==> src/rtl/mcd_pkg.sv <==
// Types and codes of the module command decoder.
// Used by the decode logic and the top level; depends on nothing.
`timescale 1ns / 1ps

package mcd_pkg;

    // Command numbers: low three bits of the command byte
    localparam logic [2:0] CMD_RUN    = 3'd0;
    localparam logic [2:0] CMD_ERR1   = 3'd1;
    localparam logic [2:0] CMD_GAIN1  = 3'd2;
    localparam logic [2:0] CMD_GAIN2  = 3'd3;
    localparam logic [2:0] CMD_CUTOFF = 3'd4;
    localparam logic [2:0] CMD_STATUS = 3'd5;
    localparam logic [2:0] CMD_ERR6   = 3'd6;
    localparam logic [2:0] CMD_FORMAT = 3'd7;

    // Argument codes
    localparam logic [7:0] ARG_RUN     = 8'hFF;
    localparam logic [7:0] ARG_STOP    = 8'h00;
    localparam logic [7:0] ARG_STOP_HW = 8'h01;
    localparam logic [7:0] ARG_READ    = 8'h80;
    localparam logic [7:0] ARG_FMT_WR  = 8'h43;
    localparam logic [7:0] ARG_FMT_RD  = 8'h83;

    localparam logic [6:0] MASK_GAIN1  = 7'h03;
    localparam logic [6:0] MASK_GAIN2  = 7'h0F;
    localparam logic [6:0] MASK_CUTOFF = 7'h7F;

    localparam logic [7:0] REPLY_ERR   = 8'hFF;
    localparam logic [7:0] REPLY_FMT24 = 8'h18;
    localparam logic [7:0] REPLY_OK    = 8'h01;
    localparam logic [7:0] REPLY_FAIL  = 8'h00;

    localparam logic [7:0] STATUS_BAD_ARG   = 8'h02;
    localparam logic [7:0] STATUS_READ_DONE = 8'h01;

    typedef enum logic [1:0] {
        RUN_STOPPED    = 2'd0,
        RUN_STOPPED_HW = 2'd1,
        RUN_ACTIVE     = 2'd2
    } run_mode_t;

    typedef struct packed {
        logic [7:0] cmd_byte;
        logic [7:0] arg_byte;
        logic [7:0] fourth_byte;
        logic       set_ok;
    } frame_t;

    typedef struct packed {
        logic       send_reply;
        logic [7:0] reply_b0;
        logic [7:0] reply_b1;
        logic [7:0] reply_b2;
        logic [7:0] reply_b3;
        logic       arm_adc;
        logic       halt_adc;
        logic       stop_pulse;
        logic [6:0] apply_value;
    } reply_t;

    typedef struct packed {
        run_mode_t  run_mode;
        logic [1:0] gain_one;
        logic [3:0] gain_two;
        logic [6:0] cutoff_code;
        logic [7:0] status_code;
        logic       wide_format;
    } settings_t;

endpackage

==> src/rtl/mcd_frame_if.sv <==
// Command frame channel: valid/ready handshake plus the frame fields.
// Standalone; no package needed.
`timescale 1ns / 1ps

interface mcd_frame_if;
    logic       valid;
    logic       ready;
    logic [7:0] cmd_byte;
    logic [7:0] arg_byte;
    logic [7:0] fourth_byte;
    logic       set_ok;

    modport source (output valid, cmd_byte, arg_byte, fourth_byte, set_ok, input ready);
    modport sink   (input valid, cmd_byte, arg_byte, fourth_byte, set_ok, output ready);
endinterface

==> src/rtl/mcd_reply_if.sv <==
// Reply channel: valid/ready handshake plus reply bytes and converter pulses.
// Standalone; no package needed.
`timescale 1ns / 1ps

interface mcd_reply_if;
    logic       valid;
    logic       ready;
    logic       send_reply;
    logic [7:0] reply_b0;
    logic [7:0] reply_b1;
    logic [7:0] reply_b2;
    logic [7:0] reply_b3;
    logic       arm_adc;
    logic       halt_adc;
    logic       stop_pulse;
    logic [6:0] apply_value;

    modport source (output valid, send_reply, reply_b0, reply_b1, reply_b2, reply_b3,
                    arm_adc, halt_adc, stop_pulse, apply_value, input ready);
    modport sink   (input valid, send_reply, reply_b0, reply_b1, reply_b2, reply_b3,
                    arm_adc, halt_adc, stop_pulse, apply_value, output ready);
endinterface

==> src/rtl/mcd_decode.sv <==
// Combinational command decode: frame plus current settings give the reply
// and the next settings. Depends on mcd_pkg.
`timescale 1ns / 1ps

module mcd_decode
    import mcd_pkg::*;
(
    input  frame_t    frame,
    input  settings_t cur,
    output settings_t nxt,
    output reply_t    reply
);

    logic [2:0] cmd;
    logic [6:0] mask;
    logic [6:0] masked;
    logic [7:0] target_val;

    assign cmd    = frame.cmd_byte[2:0];
    assign masked = frame.arg_byte[6:0] & mask;

    always_comb
    begin
        unique case (cmd)
            CMD_GAIN1:
            begin
                mask       = MASK_GAIN1;
                target_val = {6'd0, cur.gain_one};
            end
            CMD_GAIN2:
            begin
                mask       = MASK_GAIN2;
                target_val = {4'd0, cur.gain_two};
            end
            default:
            begin
                mask       = MASK_CUTOFF;
                target_val = {1'b0, cur.cutoff_code};
            end
        endcase
    end

    always_comb
    begin
        nxt               = cur;
        reply             = '0;
        reply.reply_b0    = frame.cmd_byte;

        unique case (cmd) inside
            CMD_RUN:
            begin
                if (frame.arg_byte == ARG_RUN)
                begin
                    nxt.run_mode  = RUN_ACTIVE;
                    reply.arm_adc = 1'b1;
                end
                else if (frame.arg_byte == ARG_STOP)
                begin
                    nxt.run_mode   = RUN_STOPPED;
                    reply.halt_adc = 1'b1;
                end
                else if (frame.arg_byte == ARG_STOP_HW)
                begin
                    nxt.run_mode     = RUN_STOPPED_HW;
                    reply.halt_adc   = 1'b1;
                    reply.stop_pulse = 1'b1;
                end
                else
                begin
                    nxt.status_code = STATUS_BAD_ARG;
                end
            end
            CMD_GAIN1, CMD_GAIN2, CMD_CUTOFF:
            begin
                reply.send_reply = 1'b1;
                if (frame.arg_byte == ARG_READ)
                begin
                    reply.reply_b1 = target_val;
                end
                else
                begin
                    reply.apply_value = masked;
                    if (frame.set_ok)
                    begin
                        reply.reply_b1 = REPLY_OK;
                        // store into the register this command addresses
                        if (cmd == CMD_GAIN1)
                            nxt.gain_one = masked[1:0];
                        else if (cmd == CMD_GAIN2)
                            nxt.gain_two = masked[3:0];
                        else
                            nxt.cutoff_code = masked;
                    end
                    else
                    begin
                        reply.reply_b1 = REPLY_FAIL;
                        reply.reply_b3 = REPLY_ERR;
                    end
                end
            end
            CMD_STATUS:
            begin
                reply.send_reply = 1'b1;
                reply.reply_b1   = cur.status_code;
                nxt.status_code  = STATUS_READ_DONE;
            end
            CMD_FORMAT:
            begin
                if (frame.arg_byte == ARG_FMT_WR)
                begin
                    nxt.wide_format  = (frame.fourth_byte != 8'd0);
                    reply.reply_b1   = REPLY_OK;
                    reply.send_reply = 1'b1;
                end
                else if (frame.arg_byte == ARG_FMT_RD)
                begin
                    reply.reply_b1   = REPLY_OK;
                    reply.reply_b3   = cur.wide_format ? REPLY_FMT24 : 8'd0;
                    reply.send_reply = 1'b1;
                end
            end
            default:
            begin
                // unsupported command numbers: error reply
                reply.send_reply = 1'b1;
                reply.reply_b1   = REPLY_FAIL;
                reply.reply_b3   = REPLY_ERR;
            end
        endcase
    end

endmodule

==> src/rtl/module_command_decoder.sv <==
// Top level of the module command decoder: input register, decode, result
// register. Depends on mcd_pkg, mcd_frame_if, mcd_reply_if and mcd_decode.
//
// Usage:
//   frame : sink channel, one beat per four-byte command frame plus set_ok.
//   reply : source channel, exactly one beat per frame, in frame order.
//           send_reply says whether the four reply bytes go on the wire;
//           arm_adc, halt_adc and stop_pulse are one-beat converter pulses.
// Path: a frame beat is registered in the frame register, then decoded into
//   the reply register, from which its reply beat leaves.
// Throughput: one frame per cycle while reply.ready is high, set by the single
//   decode stage that reads and updates the settings registers in the same cycle.
// Stall: when reply.ready is low the reply register holds; one more frame
//   is still taken into the frame register, after which frame.ready drops
//   until the reply beat leaves.
// Reset: rst_n clears both valid flags and the settings (stopped, gains and
//   cutoff 0, status 0, wide_format clear).
`timescale 1ns / 1ps

module module_command_decoder
    import mcd_pkg::*;
(
    input  logic       clk,
    input  logic       rst_n,
    mcd_frame_if.sink  frame,
    mcd_reply_if.source reply
);

    frame_t    frame_reg;
    logic      fvalid_reg;
    reply_t    reply_reg;
    reply_t    reply_next;
    logic      rvalid_reg;
    settings_t set_reg;
    settings_t set_next;
    logic      advance;

    assign advance     = fvalid_reg && (!rvalid_reg || reply.ready);
    assign frame.ready = !fvalid_reg || advance;

    mcd_decode u_decode (
        .frame (frame_reg),
        .cur   (set_reg),
        .nxt   (set_next),
        .reply (reply_next)
    );

    always_ff @(posedge clk or negedge rst_n)
    begin
        if (!rst_n)
        begin
            fvalid_reg <= 1'b0;
            rvalid_reg <= 1'b0;
            set_reg    <= '{run_mode: RUN_STOPPED, default: '0};
        end
        else
        begin
            if (frame.ready)
                fvalid_reg <= frame.valid;
            if (advance)
            begin
                rvalid_reg <= 1'b1;
                set_reg    <= set_next;
            end
            else if (reply.ready)
            begin
                rvalid_reg <= 1'b0;
            end
        end
    end

    // payload registers: load on the beat, hold otherwise
    always_ff @(posedge clk)
    begin
        if (frame.ready && frame.valid)
        begin
            frame_reg.cmd_byte    <= frame.cmd_byte;
            frame_reg.arg_byte    <= frame.arg_byte;
            frame_reg.fourth_byte <= frame.fourth_byte;
            frame_reg.set_ok      <= frame.set_ok;
        end
        if (advance)
            reply_reg <= reply_next;
    end

    assign reply.valid       = rvalid_reg;
    assign reply.send_reply  = reply_reg.send_reply;
    assign reply.reply_b0    = reply_reg.reply_b0;
    assign reply.reply_b1    = reply_reg.reply_b1;
    assign reply.reply_b2    = reply_reg.reply_b2;
    assign reply.reply_b3    = reply_reg.reply_b3;
    assign reply.arm_adc     = reply_reg.arm_adc;
    assign reply.halt_adc    = reply_reg.halt_adc;
    assign reply.stop_pulse  = reply_reg.stop_pulse;
    assign reply.apply_value = reply_reg.apply_value;

endmodule

==> src/flat_wrapper.sv <==
// flat-port wrapper written by rule: the top's interface ports become plain ports
module module_command_decoder_flat import mcd_pkg::*;
  (clk, rst_n, frame_valid, frame_cmd_byte, frame_arg_byte, frame_fourth_byte, frame_set_ok, frame_ready, reply_valid, reply_send_reply, reply_reply_b0, reply_reply_b1, reply_reply_b2, reply_reply_b3, reply_arm_adc, reply_halt_adc, reply_stop_pulse, reply_apply_value, reply_ready);
  mcd_frame_if frame_i ();
  mcd_reply_if reply_i ();
  input  logic clk;
  input  logic rst_n;
  input wire logic [$bits(frame_i.valid)-1:0] frame_valid;
  input wire logic [$bits(frame_i.cmd_byte)-1:0] frame_cmd_byte;
  input wire logic [$bits(frame_i.arg_byte)-1:0] frame_arg_byte;
  input wire logic [$bits(frame_i.fourth_byte)-1:0] frame_fourth_byte;
  input wire logic [$bits(frame_i.set_ok)-1:0] frame_set_ok;
  output wire logic [$bits(frame_i.ready)-1:0] frame_ready;
  output wire logic [$bits(reply_i.valid)-1:0] reply_valid;
  output wire logic [$bits(reply_i.send_reply)-1:0] reply_send_reply;
  output wire logic [$bits(reply_i.reply_b0)-1:0] reply_reply_b0;
  output wire logic [$bits(reply_i.reply_b1)-1:0] reply_reply_b1;
  output wire logic [$bits(reply_i.reply_b2)-1:0] reply_reply_b2;
  output wire logic [$bits(reply_i.reply_b3)-1:0] reply_reply_b3;
  output wire logic [$bits(reply_i.arm_adc)-1:0] reply_arm_adc;
  output wire logic [$bits(reply_i.halt_adc)-1:0] reply_halt_adc;
  output wire logic [$bits(reply_i.stop_pulse)-1:0] reply_stop_pulse;
  output wire logic [$bits(reply_i.apply_value)-1:0] reply_apply_value;
  input wire logic [$bits(reply_i.ready)-1:0] reply_ready;
  assign frame_i.valid = frame_valid;
  assign frame_i.cmd_byte = frame_cmd_byte;
  assign frame_i.arg_byte = frame_arg_byte;
  assign frame_i.fourth_byte = frame_fourth_byte;
  assign frame_i.set_ok = frame_set_ok;
  assign frame_ready = frame_i.ready;
  assign reply_valid = reply_i.valid;
  assign reply_send_reply = reply_i.send_reply;
  assign reply_reply_b0 = reply_i.reply_b0;
  assign reply_reply_b1 = reply_i.reply_b1;
  assign reply_reply_b2 = reply_i.reply_b2;
  assign reply_reply_b3 = reply_i.reply_b3;
  assign reply_arm_adc = reply_i.arm_adc;
  assign reply_halt_adc = reply_i.halt_adc;
  assign reply_stop_pulse = reply_i.stop_pulse;
  assign reply_apply_value = reply_i.apply_value;
  assign reply_i.ready = reply_ready;
  module_command_decoder u_core (.clk(clk), .rst_n(rst_n), .frame(frame_i), .reply(reply_i));
endmodule
==> config.mk <==
export PLATFORM = sky130hd
export DESIGN_NAME = module_command_decoder_flat
export DESIGN_NICKNAME = d
export VERILOG_FILES = /design/src/rtl/mcd_pkg.sv /design/src/rtl/mcd_frame_if.sv /design/src/rtl/mcd_reply_if.sv /design/src/rtl/mcd_decode.sv /design/src/rtl/module_command_decoder.sv /design/src/flat_wrapper.sv
export SDC_FILE = /design/constraint.sdc
export NUM_CORES = 1
export LEC_CHECK = 0
export BUFFER_PORTS_ARGS = -buffer_cell sky130_fd_sc_hd__buf_2
export CAP_MARGIN = 20
export CORE_UTILIZATION = 52
export DETAILED_ROUTE_END_ITERATION = 10
export GPL_ROUTABILITY_DRIVEN = 0
export PLACE_DENSITY = 0.75
export SYNTH_ARGS = -nofsm -noshare
export SYNTH_HDL_FRONTEND = slang
export SYNTH_SLANG_ARGS = --single-unit
==> constraint.sdc <==
create_clock -name clk -period 2.7 [get_ports clk]
set_clock_uncertainty 0.05 [all_clocks]
set_input_delay 0.27 -clock clk [delete_from_list [all_inputs] [get_ports clk]]
set_output_delay 0.27 -clock clk [all_outputs]
set_load 0.01 [all_outputs]
* Yosys cells after proc, flatten, opt, wreduce, memory -nomap -nowiden
Index checks and enable logic that the tools add are counted.
W data, S select, Z words.
** Word-level totals
- Register bits :: 84
- Output and inout bits :: 45
- Word-level logic and storage cells :: 84
** Operators by class
- Mux-type cells :: 25
- Eq/ne operators :: 13
- Reductions and logical operators :: 21
- Bitwise logic cells :: 6
** Operator list (number)
- $pmux W8 S3 :: 2
- $mux W8 :: 5
- $pmux W7 S2 :: 2
- $eq A8 B8 Y1 const B :: 3
- $pmux W8 S2 :: 1
- $mux W5 :: 3
- $reduce_and A6 Y1 :: 2
- $reduce_and A5 Y1 :: 2
- $eq A3 B3 Y1 const B :: 3
- $mux W1 :: 9
- $eq A8 B1 Y1 const B :: 1
- $eq A8 B7 Y1 const B :: 1
- $logic_not A8 Y1 :: 1
- $reduce_bool A8 Y1 :: 1
- $and A7 B7 Y7 :: 1
- $mux W7 :: 1
- $eq A3 B2 Y1 const B :: 2
- $ne A2 B2 Y1 const B :: 3
- $reduce_or A2 Y1 :: 3
- $reduce_or A3 Y1 :: 2
- $not A1 Y1 :: 5
- $reduce_bool A2 Y1 :: 2
- $logic_not A3 Y1 :: 1
- $reduce_and A3 Y1 :: 1
- 5 further kinds :: 8

* Depth between registers and ports, before layout
- Depth after elaboration :: 5
- Mapped depth :: 5

* Hierarchy
Synthesis repeated with hierarchy kept, for this count alone.
** Unflattened totals
- Cells, all modules :: 260
- Area, all modules :: 4012.6 um^2
** Modules (own cells, without submodules)
- module_command_decoder :: area an instance 3111.7 um^2, cells each 127, instances 1
- mcd_decode :: area an instance 900.9 um^2, cells each 133, instances 1

* Least setup slack after synthesis
Ideal clock, no wire load.
- Kind :: register to register
- Start :: register u_core.frame_reg[11] (netlist name)
- End :: register u_core.reply_reg (netlist bit u_core.reply.apply_value[2]), data pin
- Clock period less this slack :: 2.155 ns
- Arrival time :: 1.850 ns
- Library setup time :: 0.255 ns
- Cell stages (with the launch flop) :: 6
- Slack :: 0.545 ns
- Path through :: edfxtp_1 -> or4_1 -> clkbuf_1 -> or4_1 -> clkbuf_1 -> and3_1
** Between the ends
- Longest elaborated chain between the ends :: 2
- Elaborated cells between the ends (all ways) :: 3
- Those cells by class :: eq/ne: 1; bitwise: 1; reduce/logical: 1
** RTL lines
- start, declared :: line module_command_decoder.sv:29 : frame_t frame_reg;
- $eq A8 B8 Y1 :: line mcd_decode.sv:76 : if (frame.arg_byte == ARG_READ)
- $reduce_or A2 Y1 (no line)
- end signal, assigned :: line module_command_decoder.sv:83 : reply_reg <= reply_next;
- end, declared :: line module_command_decoder.sv:31 : reply_t reply_reg;
Several ways; a longest one is shown, not always the timed one.
A chain may end at the register's enable or synchronous reset.

* Worst setup path in the final report
- Start :: register u_core.frame_reg[11] (netlist name)
- End :: register u_core.set_reg[9] (netlist name)
** Between the ends
- Longest elaborated chain between the ends :: 3
** RTL lines
- $eq A8 B8 Y1 :: line mcd_decode.sv:76
- $not A1 Y1 (no line)
- $reduce_and A6 Y1 (no line)
- end signal, assigned :: line module_command_decoder.sv:63 : set_reg <= set_next;
- end, declared :: line module_command_decoder.sv:34 : settings_t set_reg;
No other way between the ends.

==> metrics <==
run status=finished clean; pin count of the biggest net entering global routing=34; Routed Antenna Nets=0; nature of the critical path startpoint=flop; vias per std cell=5.18; total CTS buffers=9; count of routing violations after the opening detailed-route iteration=135; initial core utilization=about 55%; count of buffering cells on the critical path with inverters included=0; critical path fanouts, max=8; deepest level of the CTS H-tree=3; hold-critical path endpoint=u_core.frame_reg[4]; Tightest Hold Check Type=input pin to flop; Inserted Diodes=0; wire length of the first global-routing pass=8090 um; launch instance of the worst min-delay path=frame_fourth_byte[3]; count of cells along the worst register-to-register path=4; drt wl/cell=14.6 um; maximum clock rate=between 400 and 500 MHz; number of max-slew violations in the final report=0; Slew HR=56.1%; overall die area=5810 um^2; max capacitance violation total=0; post-detailed-placement half-perimeter wirelength=3460 um; cell with the most instances after synthesis=sky130_fd_sc_hd__edfxtp_1; number of buffers added to fix hold violations after cts=1; flip-flop count of the largest register after layout=25; global routing usage summed across all routing layers=between 10% and 20%; Std-Cell Core Area=5200 um^2; number of enable-type register cells in the synthesized netlist=53; CP max-delay cell=sky130_fd_sc_hd__or4_1; buffer count from post-CTS setup fixing=0; overall die width=around 76 um; arrival time reported for the critical path endpoint=2.59 ns; area growth from synthesis to layout=17.6%; share of synthesized area occupied by flip-flops and latches=71.2%; Routed Wire Length=4920 um; Largest stage delay, worst path=0.69 ns; share of the synthesized area in the top cell type=a little under three fifths; number of fillers in the final layout=387; die height=76.2 um; family with the most delay on the worst path=simple AND/OR/NAND/NOR gates; proportion of register bits with asynchronous set or reset after synthesis=between 20 and 30%; type of element capturing the critical path=flop; register bit count reported by yosys=slightly above 70; TritonCTS clock tree=done; mean cell area of the mapped netlist=14.4 um^2; setup violators final=0; portion of the clock cycle consumed by the worst path in the final layout=89.9%; total negative slack for setup checks=0 ns; number of unique standard cell types used by synthesis=35; clk root buf=sky130_fd_sc_hd__clkbuf_8; largest cells by area after synthesis=sky130_fd_sc_hd__edfxtp_1 56%, sky130_fd_sc_hd__dfrtp_1 16%, sky130_fd_sc_hd__buf_4 3.9%; fraction of final layout cells with drive strength greater than 1=31.7%; leading register cell type out of synthesis=sky130_fd_sc_hd__edfxtp_1; number of antenna violations at the first check in global routing=0; clk sink count=71; chain of cells forming the critical path=or4_1 > nor4_4 > nor3_2 > mux2_1; area of the mapped netlist=around 2900 um^2; # DRC=0; Reg2Reg Launch Point=u_core.frame_reg[11]; via count of the first global-routing pass=1637; RSZ-0062 raised after global routing=false; worst ir drop on vdd=0.000443 V; maximum count of clock buffers along a single path=2; Power Density=roughly 700 nW/um^2; Congestion Overflow GR=0; Leakage Power=1.41 nW; Port-buffer cells=64; NumNets Final=292; num rows=26; instance count along the most critical hold path=1; CTS resizes=0; clock edge transition at the registers on the reported setup and hold paths=around 0.070 ns; required time of the critical path=roughly 2.9 ns; endpoint of the most critical register-to-register path=u_core.set_reg[9]; instance count of the mapped netlist=just under 200; synth warn=0; commonest cells in the synthesized netlist=53 x sky130_fd_sc_hd__edfxtp_1, 18 x sky130_fd_sc_hd__dfrtp_1, 15 x sky130_fd_sc_hd__buf_4; total count of hold-check failures in the final report=0; shortest period the worst path allows=2.43 ns; Critical Setup Path Class=flop to flop; non-filler cells, final=338; cell count after placement=321; Worst R2R Setup Slack=0.27 ns; cell taking the most area after synthesis=sky130_fd_sc_hd__edfxtp_1; Boundary Pins=74; Skew-Pair Late Insertion Delay=~0.33 ns; via count=1750; slew at the pin with the worst max-slew slack=0.653 ns; count of TritonRoute iterations in the first routing pass=4
how the worst max path moves through the flow:
| stage | start | end | depth (start not counted) |
|---|---|---|---|
| after floorplan | u_core.frame_reg[11] | u_core.reply.apply_value[2] | 5 |
| after CTS | u_core.frame_reg[11] | u_core.set_reg[9] | 4 |
| final | u_core.frame_reg[11] | u_core.set_reg[9] | 4 |
| after global routing | u_core.frame_reg[11] | u_core.set_reg[13] | 4 |
| after detailed placement | u_core.frame_reg[11] | u_core.set_reg[9] | 4 |
| after global placement | u_core.frame_reg[11] | u_core.set_reg[9] | 4 |
area by class of cell:
type                            instances  area (um^2)  area share, %
Timing Repair Buffer                   67          345           10.2
Sequential cell                        71         2040           60.6
Tap cell                               70         87.6           2.60
Multi-Input combinational cell        109          697           20.7
Clock buffer                           11          131           3.90
Clock inverter                          5         48.8           1.45
Inverter                                5         18.8          0.557
routing by layer:
| metal | vias up | GRT usage [%] | routed length [um] | part of all wire (%) |
|---|---|---|---|---|
| met5 | - | 0 | 0 | 0 |
| met4 | 0 | 11.5 | 87 | 1.8 |
| met3 | 7 | 3.59 | 297 | 6.0 |
| met2 | 78 | 27.5 | 2310 | 47 |
| met1 | 825 | 25.2 | 2230 | 45 |
| li1 | 840 | - | - | - |
placed cells by master (no fill, tap or decap), drive strengths merged, types with 6 or more instances in the layout:
master / n
buf: 66
edfxtp: 53
dfrtp: 18
nor2: 11
clkbuf: 11
mux2: 10
and3: 9
conb: 9
nand2: 8
and2: 7
nand2b: 6
nor3: 6
stage by stage:
| stage | setup slack, ns | total power, W | utilization [%] | instance area, um^2 | hold slack, ns |
|---|---|---|---|---|---|
| after detailed placement | 0.291 | 0.00165 | 61.1 | 3180 | 0.189 |
| after floorplan | 0.545 | 0.00156 | - | 2900 | -0.0756 |
| after CTS | 0.286 | 0.00242 | 64.8 | 3370 | 0.0430 |
| after global placement | 0.393 | 0.00164 | 61.1 | 3180 | 0.180 |
| after global routing | 0.167 | 0.00252 | 64.8 | 3370 | 0.0422 |
| final | 0.274 | 0.00241 | 64.8 | 3370 | 0.0560 |
power by group:
part | switching (W) | leakage, nW | internal (W)
Combinational | 0.000138 | 0.586 | 0.000111
Clock | 0.000359 | 0.0945 | 0.000419
Sequential | 0.0000675 | 0.732 | 0.00131
Total | 0.000565 | 1.41 | 0.00184
logic make-up (layout without fill, tap and decap cells):
logic type / after synthesis / count (layout) / synth area share (%)
flops: 71 / 71 / 71.2
simple gates: 66 / 66 / 13.2
buf+inv: 27 / 88 / 5.50
compound gates: 20 / 20 / 4.58
mux: 14 / 14 / 5.33
other cells: 1 / 9 / 0.131
(Power assumes the default switching activity.)
